<file path="src/hdl/assert_macros.svh">
// Assertion helpers shared by the RTL.
`ifndef ASSERT_MACROS_SVH
`define ASSERT_MACROS_SVH

// Checked on every clock edge outside reset.
`define AST_CHECK(lbl, prop, msg) \
    lbl: assert property (@(posedge i_clk) disable iff (!i_rst_n) (prop)) else $error(msg);

// Checked on every clock edge, reset included.
`define AST_ALWAYS(lbl, prop, msg) \
    lbl: assert property (@(posedge i_clk) (prop)) else $error(msg);

`endif

</file>
<file path="src/hdl/lfsc_pkg.sv">
package lfsc_pkg;

    // steering actions
    localparam logic [2:0] ACT_STRAIGHT = 3'd0;
    localparam logic [2:0] ACT_LEFT     = 3'd1;
    localparam logic [2:0] ACT_RIGHT    = 3'd2;
    localparam logic [2:0] ACT_BRAKE    = 3'd3;
    localparam logic [2:0] ACT_PIVOT    = 3'd4;
    localparam logic [2:0] ACT_FINE     = 3'd5;
    localparam logic [2:0] ACT_IDLE     = 3'd6;

    // register map
    localparam int unsigned REG_IDX_W = 3;
    localparam logic [REG_IDX_W-1:0] REG_LINE_THRESHOLD = 3'd0;
    localparam logic [REG_IDX_W-1:0] REG_STOP_LEVEL     = 3'd1;
    localparam logic [REG_IDX_W-1:0] REG_DRIVE_SPEED    = 3'd2;
    localparam logic [REG_IDX_W-1:0] REG_PIVOT_SPEED    = 3'd3;
    localparam logic [REG_IDX_W-1:0] REG_FINE_PIVOT     = 3'd4;
    localparam logic [REG_IDX_W-1:0] REG_TIMEOUT_TICKS  = 3'd5;

    localparam int unsigned CFG_DATA_W = 16;
    localparam int unsigned LEVEL_W    = 10;
    localparam int unsigned SPEED_W    = 8;
    localparam int unsigned TIMEOUT_W  = 16;
    localparam int unsigned VALUE_W    = 9;
    localparam int unsigned ACT_W      = 3;
    localparam int unsigned OUT_DATA_W = 16;

    localparam logic [LEVEL_W-1:0]   RST_LINE_THRESHOLD = 10'd100;
    localparam logic [LEVEL_W-1:0]   RST_STOP_LEVEL     = 10'd250;
    localparam logic [SPEED_W-1:0]   RST_DRIVE_SPEED    = 8'd120;
    localparam logic [SPEED_W-1:0]   RST_PIVOT_SPEED    = 8'd70;
    localparam logic [SPEED_W-1:0]   RST_FINE_PIVOT     = 8'd5;
    localparam logic [TIMEOUT_W-1:0] RST_TIMEOUT_TICKS  = 16'd40;

    typedef struct packed {
        logic [ACT_W-1:0]          action;
        logic signed [VALUE_W-1:0] drive_value;
        logic                      is_running;
        logic                      last;
    } t_result;

endpackage

</file>
<file path="src/hdl/line_follow_steering_controller.sv">
// Channel | Dir | Handshake                  | Payload
// s_axis  | in  | s_axis_tvalid/tready       | tdata: left, right, center; tuser: start_req
// m_axis  | out | m_axis_tvalid/tready       | tdata: drive_value, is_running; tuser: action;
//         |     |                            | tlast: last_result
// cfg     | in  | i_cfg_valid/o_cfg_ready    | i_cfg_index, i_cfg_data
//
// One tick per clock while m_axis keeps up: an input register feeds a single
// pass of compare logic that writes the result register and the steering state
// in the same cycle. A tick that brakes or ends a correction yields two beats
// and holds the input register while the second beat drains from the pending
// slot. Stalls on m_axis back up through the pending slot and input register.
// i_rst_n is synchronous, active low; it restores register defaults and clears
// running, correcting, last side and the tick counter. Config is always ready.
`include "assert_macros.svh"

module line_follow_steering_controller #(
    parameter int unsigned SAMPLE_BITS     = 10,
    parameter int unsigned TICK_COUNT_BITS = 16,
    localparam int unsigned IN_DATA_W      = ((3 * SAMPLE_BITS + 7) / 8) * 8
) (
    input  logic                               i_clk,
    input  logic                               i_rst_n,
    // tick input
    input  logic                               s_axis_tvalid,
    output logic                               s_axis_tready,
    // tdata: left_sample, right_sample, center_sample (low to high), zero fill
    input  logic [IN_DATA_W-1:0]               s_axis_tdata,
    // tuser: start_req
    input  logic                               s_axis_tuser,
    // steering output
    output logic                               m_axis_tvalid,
    input  logic                               m_axis_tready,
    // tdata: drive_value[8:0], is_running[9], zero fill
    output logic [lfsc_pkg::OUT_DATA_W-1:0]    m_axis_tdata,
    // tuser: action
    output logic [lfsc_pkg::ACT_W-1:0]         m_axis_tuser,
    output logic                               m_axis_tlast,
    // register writes
    input  logic                               i_cfg_valid,
    output logic                               o_cfg_ready,
    input  logic [lfsc_pkg::REG_IDX_W-1:0]     i_cfg_index,
    input  logic [lfsc_pkg::CFG_DATA_W-1:0]    i_cfg_data
);
    import lfsc_pkg::*;

    localparam int unsigned SB   = SAMPLE_BITS;
    localparam int unsigned TCB  = TICK_COUNT_BITS;
    // contrast and threshold share one signed width with headroom for negation
    localparam int unsigned CMPW = ((SB > LEVEL_W) ? SB : LEVEL_W) + 2;
    localparam int unsigned LVW  = (SB > LEVEL_W) ? SB : LEVEL_W;
    localparam int unsigned CNTW = (TCB > TIMEOUT_W) ? TCB : TIMEOUT_W;

    // configuration
    logic [LEVEL_W-1:0]   r_line_threshold;
    logic [LEVEL_W-1:0]   r_stop_level;
    logic [SPEED_W-1:0]   r_drive_speed;
    logic [SPEED_W-1:0]   r_pivot_speed;
    logic [SPEED_W-1:0]   r_fine_pivot;
    logic [TIMEOUT_W-1:0] r_timeout_ticks;

    // steering state
    logic           r_running;
    logic           r_correcting;
    logic           r_last_right;
    logic [TCB-1:0] r_ticks;
    logic           n_running;
    logic           n_correcting;
    logic           n_last_right;
    logic [TCB-1:0] n_ticks;

    // input register
    logic          r_in_vld;
    logic          r_in_start;
    logic [SB-1:0] r_in_left;
    logic [SB-1:0] r_in_right;
    logic [SB-1:0] r_in_center;

    // output register plus one pending beat for two-beat ticks
    logic    r_out_vld;
    t_result r_out;
    logic    r_pend_vld;
    t_result r_pend;
    t_result n_first;
    t_result n_second;
    logic    n_two;

    logic out_take;
    logic advance;

    assign o_cfg_ready = 1'b1;

    always_ff @(posedge i_clk) begin
        if (!i_rst_n) begin
            r_line_threshold <= RST_LINE_THRESHOLD;
            r_stop_level     <= RST_STOP_LEVEL;
            r_drive_speed    <= RST_DRIVE_SPEED;
            r_pivot_speed    <= RST_PIVOT_SPEED;
            r_fine_pivot     <= RST_FINE_PIVOT;
            r_timeout_ticks  <= RST_TIMEOUT_TICKS;
        end else if (i_cfg_valid && o_cfg_ready) begin
            case (i_cfg_index)
                REG_LINE_THRESHOLD: r_line_threshold <= i_cfg_data[LEVEL_W-1:0];
                REG_STOP_LEVEL:     r_stop_level     <= i_cfg_data[LEVEL_W-1:0];
                REG_DRIVE_SPEED:    r_drive_speed    <= i_cfg_data[SPEED_W-1:0];
                REG_PIVOT_SPEED:    r_pivot_speed    <= i_cfg_data[SPEED_W-1:0];
                REG_FINE_PIVOT:     r_fine_pivot     <= i_cfg_data[SPEED_W-1:0];
                REG_TIMEOUT_TICKS:  r_timeout_ticks  <= i_cfg_data[TIMEOUT_W-1:0];
                default: ;
            endcase
        end
    end

    // handshake
    assign out_take      = r_out_vld && m_axis_tready;
    assign advance       = r_in_vld && !r_pend_vld && (!r_out_vld || out_take);
    assign s_axis_tready = !r_in_vld || advance;

    always_ff @(posedge i_clk) begin
        if (!i_rst_n) begin
            r_in_vld <= 1'b0;
        end else if (s_axis_tready) begin
            r_in_vld <= s_axis_tvalid;
        end
    end

    always_ff @(posedge i_clk) begin
        if (s_axis_tvalid && s_axis_tready) begin
            r_in_start  <= s_axis_tuser;
            r_in_left   <= s_axis_tdata[SB-1:0];
            r_in_right  <= s_axis_tdata[2*SB-1:SB];
            r_in_center <= s_axis_tdata[3*SB-1:2*SB];
        end
    end

    // side classification; a contrast equal to the threshold is a hit
    logic signed [CMPW-1:0] contrast;
    logic signed [CMPW-1:0] thr_s;
    logic                   hit_left;
    logic                   hit_right;
    logic                   hit;
    logic                   run_now;
    logic                   stop;
    logic                   opposite;
    logic [TCB-1:0]         ticks_inc;
    logic [TCB-1:0]         ticks_follow;
    logic                   timed_out;
    logic signed [VALUE_W-1:0] pivot_val;
    logic signed [VALUE_W-1:0] fine_val;
    logic signed [VALUE_W-1:0] speed_val;

    assign contrast  = $signed({{(CMPW-SB){1'b0}}, r_in_left})
                     - $signed({{(CMPW-SB){1'b0}}, r_in_right});
    assign thr_s     = $signed({{(CMPW-LEVEL_W){1'b0}}, r_line_threshold});
    assign hit_left  = contrast >= thr_s;
    assign hit_right = !hit_left && (contrast <= -thr_s);
    assign hit       = hit_left || hit_right;
    assign run_now   = r_running || r_in_start;
    assign stop      = LVW'(r_in_center) > LVW'(r_stop_level);
    assign opposite  = hit && (hit_right != r_last_right);

    assign ticks_inc    = (r_ticks == {TCB{1'b1}}) ? r_ticks : r_ticks + 1'b1;
    assign ticks_follow = hit ? '0 : ticks_inc;
    assign timed_out    = CNTW'(ticks_follow) > CNTW'(r_timeout_ticks);

    assign speed_val = $signed({1'b0, r_drive_speed});
    assign pivot_val = r_last_right ? $signed({1'b0, r_pivot_speed})
                                    : -$signed({1'b0, r_pivot_speed});
    assign fine_val  = hit_right ? $signed({1'b0, r_fine_pivot})
                                 : -$signed({1'b0, r_fine_pivot});

    always_comb begin
        n_running    = r_running;
        n_correcting = r_correcting;
        n_last_right = r_last_right;
        n_ticks      = r_ticks;
        n_two        = 1'b0;
        n_first      = '{action: ACT_IDLE, drive_value: '0, is_running: 1'b0, last: 1'b1};
        n_second     = '{action: ACT_BRAKE, drive_value: '0, is_running: 1'b0, last: 1'b1};
        if (run_now) begin
            n_running = 1'b1;
            if (r_correcting) begin
                n_first = '{action: ACT_PIVOT, drive_value: pivot_val,
                            is_running: 1'b1, last: !opposite};
                if (hit) begin
                    n_ticks = '0;
                end
                if (opposite) begin
                    n_two        = 1'b1;
                    n_last_right = hit_right;
                    n_correcting = 1'b0;
                    n_second     = '{action: ACT_FINE, drive_value: fine_val,
                                     is_running: 1'b1, last: 1'b1};
                end
            end else begin
                n_ticks      = ticks_follow;
                n_correcting = timed_out;
                if (hit) begin
                    n_last_right = hit_right;
                end
                n_first.action      = hit_left ? ACT_LEFT :
                                      (hit_right ? ACT_RIGHT : ACT_STRAIGHT);
                n_first.drive_value = speed_val;
                n_first.is_running  = 1'b1;
                n_first.last        = !stop;
                if (stop) begin
                    n_two     = 1'b1;
                    n_running = 1'b0;
                end
            end
        end
    end

    always_ff @(posedge i_clk) begin
        if (!i_rst_n) begin
            r_running    <= 1'b0;
            r_correcting <= 1'b0;
            r_last_right <= 1'b0;
            r_ticks      <= '0;
        end else if (advance) begin
            r_running    <= n_running;
            r_correcting <= n_correcting;
            r_last_right <= n_last_right;
            r_ticks      <= n_ticks;
        end
    end

    always_ff @(posedge i_clk) begin
        if (!i_rst_n) begin
            r_out_vld  <= 1'b0;
            r_pend_vld <= 1'b0;
        end else if (advance) begin
            r_out_vld  <= 1'b1;
            r_pend_vld <= n_two;
        end else if (out_take) begin
            r_out_vld  <= r_pend_vld;
            r_pend_vld <= 1'b0;
        end
    end

    always_ff @(posedge i_clk) begin
        if (advance) begin
            r_out  <= n_first;
            r_pend <= n_second;
        end else if (out_take) begin
            r_out  <= r_pend;
        end
    end

    assign m_axis_tvalid = r_out_vld;
    assign m_axis_tuser  = r_out.action;
    assign m_axis_tlast  = r_out.last;
    assign m_axis_tdata  = {{(OUT_DATA_W-VALUE_W-1){1'b0}}, r_out.is_running,
                            r_out.drive_value};

    // a first beat that is not last always has its partner waiting behind it
    `AST_CHECK(a_pend_pairs, r_out_vld && !r_out.last |-> r_pend_vld, "pending beat missing")
    `AST_CHECK(a_pend_behind, r_pend_vld |-> r_out_vld && !r_out.last, "pending beat misplaced")
    `AST_CHECK(a_idle_stopped, r_out_vld && r_out.action == ACT_IDLE |-> !r_out.is_running && r_out.last, "idle beat while running")
    `AST_CHECK(a_brake_stops, r_out_vld && r_out.action == ACT_BRAKE |-> !r_out.is_running && r_out.last, "brake beat malformed")
    `AST_ALWAYS(a_no_pend_alone, !r_out_vld |-> !r_pend_vld, "pending beat without output")

endmodule
</file>
<file path="config.mk">
export PLATFORM = sky130hd
export DESIGN_NAME = line_follow_steering_controller
export DESIGN_NICKNAME = d
export VERILOG_FILES = /design/src/hdl/lfsc_pkg.sv /design/src/hdl/line_follow_steering_controller.sv
export VERILOG_INCLUDE_DIRS = /design/src /design/src/hdl
export SDC_FILE = /design/constraint.sdc
export NUM_CORES = 1
export LEC_CHECK = 0
export BUFFER_PORTS_ARGS = -buffer_cell sky130_fd_sc_hd__buf_2
export CAP_MARGIN = 40
export CORE_ASPECT_RATIO = 0.9
export CORE_MARGIN = 4
export CORE_UTILIZATION = 30
export CTS_BUF_LIST = sky130_fd_sc_hd__clkbuf_2 sky130_fd_sc_hd__clkbuf_4 sky130_fd_sc_hd__clkbuf_8
export DETAILED_ROUTE_END_ITERATION = 7
export SLEW_MARGIN = 20
export SYNTH_ARGS = -nofsm -noshare
export SYNTH_HDL_FRONTEND = slang
export SYNTH_SLANG_ARGS = --single-unit
</file>
<file path="constraint.sdc">
create_clock -name i_clk -period 5 [get_ports i_clk]
set_input_delay 0.25 -clock i_clk [delete_from_list [all_inputs] [get_ports i_clk]]
set_output_delay 0.25 -clock i_clk [all_outputs]
set_load 0.02 [all_outputs]
</file>
==> metrics.csv, run 1 <==
metric,value,unit
run status,completed,
maxcap violations,0,
DR vias/cell,4.876,
root buf cell,clkbuf_8,
CP Cell Sequence,"inv_2, ha_1, nor2b_1, o21ai_2, a21boi_1, o21ai_1, o2bb2ai_2, mux2i_1, o2111ai_2, ha_2, nor4b_4, nand3_1, a311oi_2, and3b_2, o21ai_4, nor2_1, ha_1, nor2b_1, o21a_1, o21a_1, o211ai_1, a31oi_1, o221ai_1, a21oi_1",
Clock Pin Slew Worst Setup and Hold Paths,0.08,ns
first-pass GRT wire length,31770,um
Slew @ Worst Pin,0.8305,ns
crit share post-route,0.9128,
power share of the combinational group,0.206,
Initial Utilization,0.3067,
die span in y,160.6,um
global route overflow,0,
Layout Area Growth over Synthesis,20.46,%
drc violations,0,
Synth top area share,0.2165,
leak pwr,3.586,nW
io pins,80,
Final Hold Fails,0,
GRT Overall Usage,0.1391,
Flop pwr share,0.439,
CP max stage delay,0.39,ns
crit path capture type,register,
fillers,2632,
DR pass1 iterations,5,
post-DP HPWL,14440,um
startpoint class of the critical path,register,
worst skew pair latency,0.46,ns
# H-tree levels,4,
Setup-failing EPs final,0,
asr flop ratio synth,0,
via count,6622,
internal power,2.009,mW
Clk pwr share,0.354,
"commonest non-fill, non-tap cell in the layout",nand2_1,
Post-Syn Area,7766,sq um
Top delay family on crit path,compound AO/OA/AOI/OAI gates,
Routed Antenna Nets,0,
initial DRC count,435,
Post-synth EDFFs,56,
Synthesis Warnings,0,
CTS tree,built,
Slew Limit Headroom,0.4405,
Synth cell types,66,
# clock sinks,138,
layout cell share with drive strength beyond 1,0.1391,
largest net degree at the start of global routing,35,
Num CTS Buffers,17,
fin nets,1120,
slowest CP cell,edfxtp_1,
initial antenna violation count,1,
Syn Inst Count,895,
total power,2.839,mW
Tightest Hold Check Type,input port to register,
kind of critical path,register to register,
Worst VDD drop,0.1231,mV
Post-synth top flop,dfxtp_1,
Power per Cell Area,303.5,nW/um^2
Bufs and invs on worst path,1,
total die area,28530,sq um
Max Freq,219.1,MHz
most frequent cells in the layout,"161 x nand2_1, 82 x dfxtp_1, 79 x a21oi_1",
"non-filler cells, final",1358,
Chip Width,177.6,um
"top cells by area, synth","edfxtp_1 22%, dfxtp_1 21%, ha_1 9.8%, nand2_1 7.8%, a21oi_1 5.1%",
crit path max fanout,9,
P_sw,830.2,uW
DR WL/cell,14.57,um
Core ar.,25320,sq um
#FFs+latches synth,138,
clock skew,0.01354,ns
post-synth top area cell,edfxtp_1,
worst path required time,5.34,ns
placer congestion estimate,0.8408,
vias in the first global route,6244,
Avg Inst Size Synth,8.677,sq um
register area share after synthesis,0.4279,
Switching Fraction,0.2924,
routed wire length,19790,um
"Slew Viols, Final",0,
critical path arrival,4.91,ns
Inst Count DP,1287,
Tmin final,4.564,ns
row cnt,55,
Clock Tree Buf Depth,2,
PortBufs,70,
## cells in the mapped netlist (3+ instances only)
master	number
a21boi_0	6
and3_1	8
and2_1	5
nor2_1	75
nand2b_1	3
nor3_1	19
and4_1	3
o21ai_0	45
nand4_1	13
nand3_1	20
ha_1	61
a311oi_1	5
inv_1	61
dfxtp_1	82
a32o_1	3
nor2b_1	7
nand2_1	161
o211ai_1	19
o21a_1	12
o41ai_1	3
mux2i_1	10
edfxtp_1	56
a21o_1	5
xnor2_1	21
xor2_1	6
a211oi_1	9
or3_1	5
or2_2	4
buf_4	7
a31oi_1	6
a21oi_1	79
nor4_1	4
clkbuf_1	29
## sequential cells by signal, summed over array words and instances, names as in the netlist, 10 cells and up
| register | flops |
|---|---|
| r_stop_level | 10 |
| r_in_center | 10 |
| r_pend | 11 |
| r_in_left | 10 |
| r_line_threshold | 10 |
| r_ticks | 16 |
| r_in_right | 10 |
| r_timeout_ticks | 16 |
| m_axis_tdata | 10 |
## layout make-up
| cell class | count | area, sq um | share of cell area |
|---|---|---|---|
| timing repair buffer | 122 | 850.8 | 0.09095 |
| multi-input combinational | 659 | 4083 | 0.4364 |
| inverter | 63 | 241.5 | 0.02581 |
| antenna | 2 | 5.005 | 0.0005350 |
| clock inverter | 14 | 176.4 | 0.01886 |
| sequential | 138 | 3323 | 0.3552 |
| clock buffer | 18 | 247.7 | 0.02648 |
| tap | 342 | 427.9 | 0.04574 |
## per-stage QoR
stage / cell area (sq um) / worst slack, ns / TNS [ns] / util / hold WS [ns]
2_1_floorplan: 7785 / 0.2847 / 0 / - / 0.3489
3_3_place_gp: 8467 / 0.1305 / 0 / 0.3343 / 0.4267
3_5_place_dp: 8506 / 0.01851 / 0 / 0.3359 / 0.4281
4_1_cts: 9266 / 0.04958 / 0 / 0.3659 / 0.003933
5_1_grt: 9350 / -0.01663 / -0.01663 / 0.3692 / 0.01207
6_report: 9355 / 0.4359 / 0 / 0.3694 / 0.02113
## what timing repair did
| action | CTS | global route |
|---|---|---|
| setup buffers | 0 | 4 |
| setup endpoints to repair | 1 | 1 |
| hold buffers | 33 | 0 |
| pin swaps | 0 | 3 |
| hold endpoints to repair | 33 | 0 |
| gates resized for setup | 1 | 15 |
## path summary, 6_finish.rpt
| check | slack [ns] | from | to | cells after the start |
|---|---|---|---|---|
| setup reg to reg | 0.44 | r_in_right[1] | r_correcting | 24 |
| setup / recovery | 0.44 | r_in_right[1] | r_correcting | 24 |
| hold reg to reg | 0.45 | r_drive_speed[7] | r_drive_speed[7] | 2 |
| hold / removal | 0.02 | s_axis_tvalid | r_in_vld | 3 |
## layer usage
layer  vias up  part of all wire  track usage
li1       3362                 -            -
met1      3089              0.51       0.2021
met2       146              0.42       0.2069
met3        23             0.051      0.02707
met4         2             0.015      0.04605
met5         -           0.00061            0
## power by group through the flow
stage                     Combinational (mW)  Sequential (mW)  Clock, mW
after CTS                              0.563             1.25       1.03
after global placement                 0.528             1.27          0
after global routing                   0.654             1.25       1.08
after detailed placement               0.540             1.27          0
final                                  0.586             1.25       1.01
after floorplan                        0.354             1.28          0
## worst min-delay path: cells and delay by family
kind                   cells  cell delay (ns)
buffers and inverters      1             0.09
AO/OA/AOI/OAI              1             0.04
AND/OR/NAND/NOR            1             0.06
## kinds of logic (layout without fill, tap and decap cells)
| kind of cell | after synthesis | in the layout | share of synthesized area |
|---|---|---|---|
| AND/OR/NAND/NOR | 341 | 341 | 0.1961 |
| AO/OA/AOI/OAI | 212 | 212 | 0.1748 |
| flip-flops | 138 | 138 | 0.4279 |
| buffers and inverters | 103 | 217 | 0.05606 |
| adder cells (fa/ha/maj) | 62 | 62 | 0.1009 |
| XOR/XNOR | 27 | 27 | 0.03045 |
| multiplexers | 10 | 10 | 0.01289 |
| other | 2 | 9 | 0.0009670 |
No activity file was read; power rests on OpenSTA's default activity.
==> run 2, diff against run 1 <==
==> constraint.sdc (replaced) <==
create_clock -name i_clk -period 5 [get_ports i_clk]
set_input_delay 1 -clock i_clk [delete_from_list [all_inputs] [get_ports i_clk]]
set_output_delay 1 -clock i_clk [all_outputs]
set_load 0.02 [all_outputs]
==> run 2 against run 1 <==
Clock skew rose by 0.00063 ns. Non-clock buffer count is 28 lower. Power fell by 1.6%. Cell area fell by 3.4%. Critical path depth did not move. Setup slack got worse by 0.080 ns. Combinational power down 3%. Global-route usage shrank 0.26 points. Sequential power about the same. Sequential share of layout area increased by 1.3 points. Via count fell by 2.1%. Highest routed layer is now met4.
==> metrics.csv, run 2 (synthesized netlist as in run 1, its figures left out) <==
metric,value,unit,change
run status,completed,,unchanged
via count,6480,,was 6622
"Core Util, Final",0.3568,,was 0.3694
CTS tree,built,,unchanged
startpoint class of the critical path,register,,unchanged
Power per Cell Area,309.3,nW/um^2,was 303.5 nW/um^2
slowest CP cell,edfxtp_1,,unchanged
DR pass1 iterations,7,,was 5
total power,2.794,mW,was 2.839 mW
placer congestion estimate,0.8487,,was 0.8408
Setup-failing EPs final,0,,unchanged
Clock Tree Buf Depth,2,,unchanged
Worst VDD drop,0.1323,mV,was 0.1231 mV
maxcap violations,0,,unchanged
Initial Utilization,0.3067,,unchanged
total die area,28530,sq um,unchanged
Slew Limit Headroom,0.4969,,was 0.4405
Chip Width,177.6,um,unchanged
Bufs and invs on worst path,1,,unchanged
Inst Count DP,1294,,was 1287
PortBufs,70,,unchanged
Layout Area Growth over Synthesis,16.34,%,was 20.46%
root buf cell,clkbuf_8,,unchanged
critical path arrival,5.00,ns,was 4.91 ns
crit path capture type,register,,unchanged
Reg2Reg Setup Slack,0.36,ns,was 0.44 ns
Clk pwr share,0.350,,was 0.354
fin nets,1092,,was 1120
Max Freq,215.3,MHz,was 219.1 MHz
CP max stage delay,0.40,ns,was 0.39 ns
Core ar.,25320,sq um,unchanged
# H-tree levels,4,,unchanged
vias in the first global route,6066,,was 6244
Setup Total Neg Slack,0,ns,unchanged
clock skew,0.01416,ns,was 0.01354 ns
Slew @ Worst Pin,0.7547,ns,was 0.8305 ns
Top Registers,"r_ticks x16, r_timeout_ticks x16, r_pend x11",,unchanged
GRT Overall Usage,0.1365,,was 0.1391
Worst Setup EP,r_correcting,,unchanged
routed wire length,19250,um,was 19790 um
Num CTS Buffers,17,,unchanged
DR vias/cell,4.880,,was 4.876
"non-filler cells, final",1328,,was 1358
Clock Pin Slew Worst Setup and Hold Paths,0.08,ns,about the same
post-DP HPWL,14440,um,about the same
DR WL/cell,14.49,um,was 14.57 um
crit share post-route,0.9288,,was 0.9128
Switching Fraction,0.2918,,was 0.2924
fillers,2653,,was 2632
Routed Antenna Nets,0,,unchanged
P_sw,815.2,uW,was 830.2 uW
crit path max fanout,5,,was 9
die span in y,160.6,um,unchanged
row cnt,55,,unchanged
kind of critical path,register to register,,unchanged
internal power,1.979,mW,was 2.009 mW
Worst path depth,24,,unchanged
largest net degree at the start of global routing,35,,unchanged
initial DRC count,449,,was 435
worst skew pair latency,0.46,ns,about the same
initial antenna violation count,0,,was 1
power share of the combinational group,0.204,,was 0.206
drc violations,0,,unchanged
"Slew Viols, Final",0,,unchanged
Tightest Hold Check Type,register to register,,was input port to register
r2r startpoint,r_in_left[1],,was r_in_right[1]
io pins,80,,unchanged
layout cell share with drive strength beyond 1,0.1481,,was 0.1391
# hold bufs at CTS,0,,was 33
Top delay family on crit path,compound AO/OA/AOI/OAI gates,,unchanged
worst r2r path cells,24,,unchanged
most frequent cells in the layout,"161 x nand2_1, 82 x dfxtp_1, 79 x a21oi_1",,unchanged
CP Cell Sequence,"ha_1, nor2b_1, o21ai_1, a21boi_1, o21ai_1, o2bb2ai_2, mux2i_1, o2111ai_1, ha_2, nor4b_4, nand3_1, a311oi_2, and3b_2, o21ai_4, nor2_1, ha_1, nor2b_1, o21a_1, o21a_1, o211ai_1, a31oi_1, o221ai_1, buf_4, a21oi_1",,"was inv_2, ha_1, nor2b_1, o21ai_2, a21boi_1, o21ai_1, o2bb2ai_2, mux2i_1, o2111ai_2, ha_2, nor4b_4, nand3_1, a311oi_2, and3b_2, o21ai_4, nor2_1, ha_1, nor2b_1, o21a_1, o21a_1, o211ai_1, a31oi_1, o221ai_1, a21oi_1"
worst path required time,5.36,ns,was 5.34 ns
# clock sinks,138,,unchanged
leak pwr,3.485,nW,was 3.586 nW
Flop pwr share,0.447,,was 0.439
global route overflow,0,,unchanged
CP startpoint,r_in_left[1],,was r_in_right[1]
Tmin final,4.644,ns,was 4.564 ns
RR Endpoint,r_correcting,,unchanged
final hold slack,0.4509,ns,was 0.02113 ns
"commonest non-fill, non-tap cell in the layout",nand2_1,,unchanged
n_diodes,0,,was 2
first-pass GRT wire length,31130,um,was 31770 um
Final Hold Fails,0,,unchanged
RSZ-0062 raised after global routing,no,,
-- run 2: changes by cell type in the layout (fill, tap and decap cells not counted), moves of 2 or more --
cell,delta
dlygate4sd3_1,-33
buf_4,+4
clkinv_1,-4
clkinv_2,+3
clkbuf_8,+2
clkinv_4,-2
diode_2,-2
inv_4,+2
-- run 2: timing repair --
item | 4_1_cts | 5_1_grt
endpoints found under the setup margin | 1 | 1
pin swaps | 0 | 3
hold endpoints to repair | 0 | 0
resized for setup | 3 | 7
setup buffers | 0 | 1
-- run 2: worst min path at each step --
stage	startpoint	end	slack, ns	depth (start not counted)
floorplan	r_drive_speed[7]	r_drive_speed[7]	0.43	2
global placement	r_drive_speed[7]	r_drive_speed[7]	0.44	2
detailed placement	r_drive_speed[7]	r_drive_speed[7]	0.44	2
CTS	r_drive_speed[7]	r_drive_speed[7]	0.45	2
global route	r_drive_speed[7]	r_drive_speed[7]	0.48	2
finish	r_drive_speed[7]	r_drive_speed[7]	0.45	2
-- run 2: area by class of cell --
cell class | count | area (sq um) | share of cell area
clock buffers | 20 | 275.3 | 0.03047
clock inverters | 12 | 142.6 | 0.01579
inverters | 63 | 241.5 | 0.02673
multi-input cells | 659 | 4060 | 0.4494
flip-flops and latches | 138 | 3323 | 0.3678
well taps | 342 | 427.9 | 0.04736
repair buffers | 94 | 564.3 | 0.06246
-- run 2: layer usage --
metal,up-vias,global-route usage,part of all wire
met2,164,0.1964,0.42
met3,24,0.03577,0.063
li1,3303,-,-
met5,-,0,0
met1,2989,0.1999,0.50
met4,0,0.04148,0.017
-- run 2: power by group through the flow --
stage | clock network [mW] | registers (mW) | logic [mW]
after detailed placement | 0 | 1.27 | 0.560
after floorplan | 0 | 1.28 | 0.354
after CTS | 1.01 | 1.25 | 0.566
after global placement | 0 | 1.27 | 0.547
after global routing | 1.05 | 1.25 | 0.632
final | 0.977 | 1.25 | 0.569
-- run 2: stage by stage --
stage	instance area [sq um]	worst slack, ns
after floorplan	7785	0.2847
after global placement	8532	-0.06669
final	9035	0.3559
after CTS	9001	0.03278
after detailed placement	8571	-0.1042
after global routing	9035	0.002680
-- run 2: tightest hold or removal path: stages (launching register included) --
cell and delay (ns):
dfxtp_1 0.31, nand2_1 0.05, a21oi_1 0.05
